--- config.mk ---
export PLATFORM = sky130hd
export DESIGN_NAME = rti_div_stage
export DESIGN_NICKNAME = d
export VERILOG_FILES = /design/src/rtl/rti_div_stage.sv
export SDC_FILE = /design/constraint.sdc
export NUM_CORES = 1
export LEC_CHECK = 0
export CORE_AREA = 2 2 225 227
export DETAILED_ROUTE_END_ITERATION = 8
export DIE_AREA = 0 0 227 229
export DONT_BUFFER_PORTS = 1
export PLACE_DENSITY = 0.42
export SLEW_MARGIN = 10
export SYNTH_ARGS = -nofsm -noshare
export SYNTH_HDL_FRONTEND = slang
export SYNTH_SLANG_ARGS = --single-unit
--- constraint.sdc ---
create_clock -name clock -period 3.71 [get_ports clock]
set_input_delay 0.5565 -clock clock [delete_from_list [all_inputs] [get_ports clock]]
set_output_delay 0.5565 -clock clock [all_outputs]
set_load 0.1 [all_outputs]
--- src/rtl/rti_div_stage.sv ---
module rti_div_stage #(
   parameter int CW    = 77,
   parameter int DW    = 44,
   parameter int QB    = 20,
   parameter int SHIFT = 0,
   parameter int CTXW  = 150
) (
   input  logic            clock,
   input  logic            reset,
   input  logic            load,
   input  logic            in_valid,
   input  logic [CW-1:0]   rem_in,
   input  logic [DW-1:0]   div_in,
   input  logic [QB-1:0]   quo_in,
   input  logic [CTXW-1:0] ctx_in,
   output logic            out_valid,
   output logic [CW-1:0]   rem_out,
   output logic [DW-1:0]   div_out,
   output logic [QB-1:0]   quo_out,
   output logic [CTXW-1:0] ctx_out
);

   logic            valid_ff;
   logic [CW-1:0]   rem_ff, rem_in_sel;
   logic [DW-1:0]   div_ff;
   logic [QB-1:0]   quo_ff, quo_in_sel;
   logic [CTXW-1:0] ctx_ff;
   logic [CW-1:0]   trial;
   logic            ge;

   assign trial = CW'(div_in) << SHIFT;
   assign ge    = rem_in >= trial;

   always_comb begin
      rem_in_sel = ge ? (rem_in - trial) : rem_in;
      quo_in_sel = quo_in;
      quo_in_sel[SHIFT] = ge;
   end

   always_ff @(posedge clock) begin
      if (reset) begin
         valid_ff <= 1'b0;
      end else if (load) begin
         valid_ff <= in_valid;
      end
   end

   always_ff @(posedge clock) begin
      if (load) begin
         rem_ff <= rem_in_sel;
         div_ff <= div_in;
         quo_ff <= quo_in_sel;
         ctx_ff <= ctx_in;
      end
   end

   assign out_valid = valid_ff;
   assign rem_out   = rem_ff;
   assign div_out   = div_ff;
   assign quo_out   = quo_ff;
   assign ctx_out   = ctx_ff;

endmodule

=== Yosys cells after proc, flatten, opt, wreduce, memory -nomap -nowiden ===
Cells that the tools add are included.

* Flip-flop bits (word level): 292
* Input bits: 295
* Output and inout port bits: 292
* Word-level logic and storage cells: 8

* Add/sub/neg operators: 1
* $lt $le $gt $ge: 1
* Multiplexer cells: 1

{| class="wikitable"
|+ Operators by type and width
! operator !! number
|-
| greater-or-equal comparator 77 x 44 -> 1 bit || 1
|-
| two-way mux 77 bit || 1
|-
| subtractor 77 x 44 -> 77 bit || 1
|}

=== Depth between registers and ports, before layout ===
* Depth in word-level cells: 2
* Depth in mapped cells: 14
* Gate-level depth less buffers: 12

=== Worst setup path before layout ===
Ideal clock, no wire load.

* Kind: input-to-reg
* Start: in rem_in[0]
* End: reg rem_ff[58], in the netlist rem_out[58] (data pin)
* Setup time: 256 ps
* Data arrival time: 3096 ps
* Data required time: 3454 ps
* Setup slack: 358 ps
* Cell stages on the path: 12
* Buffers on the path: 0
* Cells stage by stage: inv_1 -> ha_1 -> fa_1 -> nand2b_1 -> a21oi_1 -> o311ai_1 -> nand3b_1 -> a41oi_1 -> o31ai_1 -> a21oi_1 -> and2_1 -> a22o_1

* Word-level cells in the longest chain between the ends: 2
* Elaborated cells on any way between the ends: 3
* Classes of those cells: 1 x add/sub; 1 x order compare; 1 x mux

{| class="wikitable"
|+ Ends and longest elaborated chain
! item !! line !! text
|-
| from (decl) || 12 || <nowiki>input logic [CW-1:0] rem_in,</nowiki>
|-
| subtractor 77 x 44 -> 77 bit / greater-or-equal comparator 77 x 44 -> 1 bit (equally long branches) || 35, 32 ||
|-
| two-way mux 77 bit (*) || 35 || <nowiki>rem_in_sel = ge ? (rem_in - trial) : rem_in;</nowiki>
|-
| named net rem_in_sel[58] || 24 || <nowiki>logic [CW-1:0] rem_ff, rem_in_sel;</nowiki>
|-
| to (signal assigned) || 50 || <nowiki>rem_ff <= rem_in_sel;</nowiki>
|-
| to (decl) || 24 ||
|}

Mark *: on every way through the listed nets, which the timed path passes. The rest lies on a longest branch.
A chain may end at the register's enable or synchronous reset.

=== Final worst setup path ===
* Start: in div_in[32]
* End: reg rem_ff[55], in the netlist rem_out[55] (data pin)

* Word-level cells in the longest chain between the ends: 2
* Elaborated cells on any way between the ends: 3
* Classes of those cells: 1 x add/sub; 1 x order compare; 1 x mux

{| class="wikitable"
|+ Ends and longest elaborated chain
! item !! line !! text
|-
| from (decl) || 13 || <nowiki>input logic [DW-1:0] div_in,</nowiki>
|-
| subtractor 77 x 44 -> 77 bit / greater-or-equal comparator 77 x 44 -> 1 bit (equally long branches) || 35, 32 ||
|-
| two-way mux 77 bit (*) || 35 ||
|-
| named net rem_in_sel[55] || 24 ||
|}

Marks and branches as above.

==> out/qor.csv <==
metric,value,unit
Die Area,52000,µm²
vias per cell,4.68,
"most common cell after layout, fill and taps aside",edfxtp_1,
"antenna viol nets, final",0,
# clock sinks,292,
fin area,15500,µm²
clock root cell,clkbuf_16,
startpoint types,input pin,
Mapped Cells,998,
Yosys warning count,0,
worst-path cell chain,inv_1 > ha_1 > nand4_1 > buf_4 > nor3_1 > buf_4 > nand2_1 > o22ai_1 > a31o_2 > a211oi_4 > buf_12 > buf_4 > or3_4 > nor4_2 > xor2_1,
crit-path max cell delay,0.40,ns
final net count,1412,
post-synthesis adder-cell area fraction,0.0435,
multiplexer share of the synthesized area,0.00248,
fin crit period,3.12,ns
Syn Area/Cell,13.1,µm²
mapped cell area,13100,µm²
Worst R2R Path Depth,2,
post-synthesis xor/xnor area fraction,0.0474,
Initial Utilization,0.264,
Final Hold Viols,0,
Iter 0 DRT Violations,484,
Global Route Usage Sum,0.161,
Tcrit/Tclk final,0.840,
share of layout cells above drive strength 1,0.133,
Post-Synth Simple-Gate Area,0.106,
H-tree levels,2,
Area Overhead vs Synth,18.2,%
routability cong.,0.842,
fmax,321,MHz
Max Cap Violations,0,
top_reg_cell synth,edfxtp_1,
"EDFF count, synth",291,
Worst Setup EP,rem_out[55]$_DFFE_PP_,
Most Frequent Cell on Critical Path,buf_4,
port bufs,0,
global-route wire length before repair,60.4,mm
Hold Path Class,input pin to register,
fin worst setup slack,0.592,ns
Leak,0.00544,µW
Row Count,82,
RR Endpoint,out_valid$_SDFFE_PP0P_,
most frequent cells in the layout,"edfxtp_1 (291), nand2_1 (101), buf_4 (72), a21oi_1 (67), inv_1 (62)",
setup violators final,0,
largest net degree at the start of global routing,293,
Max VDD drop,0.326,mV
number of placed I/O pins,587,
Overflow after GRT,0,
clock skew,0,ns
WS Path Type,input pin to register,
core region area,49700,µm²
Detailed Place HPWL,34.1,mm
worst path arrival time,3.39,ns
post-CTS setup buffers,0,
Yosys reg bits,292,
die width,227,µm
vias in the first global route,8499,
Pre-antenna DRT Iters,5,
routed wire length per instance,24.6,µm
initial antenna violation count,9,
DRC Markers,0,
number of CTS-inserted buffers,35,
total negative slack,0,ns
compound-cell area share of the yosys netlist,0.101,
Syn Nets,1338,
worst endpoint required time,3.98,ns
Worst path slowest cell,or3_4,
Hold Slack,0.0902,ns
CTS Hold Bufs,0,
routed wire length,43.5,mm
Worst-path clk slew,0.06,ns
DP Worst Slack,0.00347,ns
number of inserted diodes,0,
Longest Clk Path Bufs,3,
Setup crit end kind,register,
post-synth cell types,67,
Die H,229,µm
post-layout util,0.312,
TritonCTS clock tree,built,
post-synthesis sequential area ratio,0.668,
pwr/cell area,678,nW/µm²
Placed Area,14400,µm²
worst slew pin tran,1.16,ns
CP startpoint,div_in[32],
largest family of logic cells by synthesized area,simple AND/OR/NAND/NOR gates,
outcome,finished clean,
post_cts resized,0,
Max Fanout on Critical Path,12,
clk_lat worst skew,0.53,ns
RSZ-0062 raised after global routing,no,
ys async rst share,0,
slew margin rel.,0.227,
reg2reg start,out_valid$_SDFFE_PP0P_,
R2R Setup Slk,2.39,ns
via count,8281,
pins over their slew limit,0,
metal layers:
layer,up-vias,GRT usage,share of wire
li1,3865,-,-
met1,3973,0.176,0.38
met2,362,0.294,0.52
met3,77,0.0490,0.071
met4,4,0.0496,0.029
met5,-,0,0.00062
synthesized netlist by cell type, types with 3 or more instances:
library cell | number | share of area
nand3b_1 | 5 | 0.0029
nand3_1 | 14 | 0.0053
xnor2_1 | 40 | 0.027
nor3_2 | 3 | 0.0023
and2_1 | 4 | 0.0019
a31oi_1 | 3 | 0.0014
nor2b_1 | 8 | 0.0038
or3_1 | 5 | 0.0024
o21bai_1 | 10 | 0.0057
nor3_1 | 19 | 0.0072
nand4_1 | 23 | 0.011
a21o_1 | 11 | 0.0063
buf_4 | 4 | 0.0023
nor4_1 | 10 | 0.0048
ha_1 | 44 | 0.042
inv_1 | 62 | 0.018
nand4b_1 | 4 | 0.0027
nand2_1 | 101 | 0.029
nor2_1 | 45 | 0.013
or4_1 | 7 | 0.0040
edfxtp_1 | 291 | 0.67
xor2_1 | 31 | 0.021
o21a_1 | 8 | 0.0046
nor4_2 | 3 | 0.0029
o211ai_1 | 3 | 0.0017
clkbuf_1 | 25 | 0.0072
nand2b_1 | 12 | 0.0057
a31o_2 | 3 | 0.0020
a211oi_1 | 5 | 0.0029
o21ai_0 | 36 | 0.014
o21ai_1 | 35 | 0.013
buf_2 | 6 | 0.0023
and4_1 | 3 | 0.0020
o31ai_1 | 6 | 0.0034
a21oi_1 | 67 | 0.026
worst max-delay path, delay by kind of cell:
kind / cells / cell delay [ns]
adders and majority gates: 1 / 0.35
AOI/OAI and AO/OA: 3 / 0.47
xor gates and xnor gates: 1 / 0.11
and+or+nand+nor: 5 / 1.17
buffers and inverters: 5 / 0.71
flip-flops by register name, indices dropped and copies added (netlist names):
| name | cells |
|---|---|
| div_out | 44 |
| ctx_out | 150 |
| out_valid | 1 |
| quo_out | 20 |
| rem_out | 77 |
cell type report:
class / instances / area (µm²)
fillers: 5058 / 34200
flip-flops and latches: 292 / 8760
multi-input cells: 606 / 3950
clock buffers: 39 / 912
well taps: 672 / 841
repair buffers: 74 / 581
inverters: 63 / 236
clock inverters: 23 / 225
per-stage QoR:
step	cells	total power (µW)
after CTS	1769	10700
after global placement	1707	7160
after floorplan	998	6810
after global routing	1769	10900
final	1769	10500
after detailed placement	1707	7150
where the power goes:
part | internal (µW) | switching (µW) | total [µW] | leakage (µW)
Combinational | 308 | 417 | 724 | 0.00203
Clock | 2000 | 1410 | 3410 | 0.000547
Sequential | 4030 | 2340 | 6360 | 0.00286
how the worst min path moves through the flow:
| stage | startpoint | end | depth (start not counted) | slack (ns) |
|---|---|---|---|---|
| 2_1_floorplan | reset | out_valid$_SDFFE_PP0P_ | 1 | 0.63 |
| 3_3_place_gp | reset | out_valid$_SDFFE_PP0P_ | 1 | 0.63 |
| 3_5_place_dp | reset | out_valid$_SDFFE_PP0P_ | 1 | 0.63 |
| 4_1_cts | reset | out_valid$_SDFFE_PP0P_ | 1 | 0.05 |
| 5_1_grt | reset | out_valid$_SDFFE_PP0P_ | 1 | 0.04 |
| 6_report | reset | out_valid$_SDFFE_PP0P_ | 1 | 0.09 |
cell families after synthesis:
group	count (synthesis)
AO/OA/AOI/OAI	213
XOR/XNOR	71
adder cells (fa/ha/maj)	45
buffers and inverters	100
flip-flops	292
multiplexers	3
AND/OR/NAND/NOR	274
(Power assumes the default switching activity.)
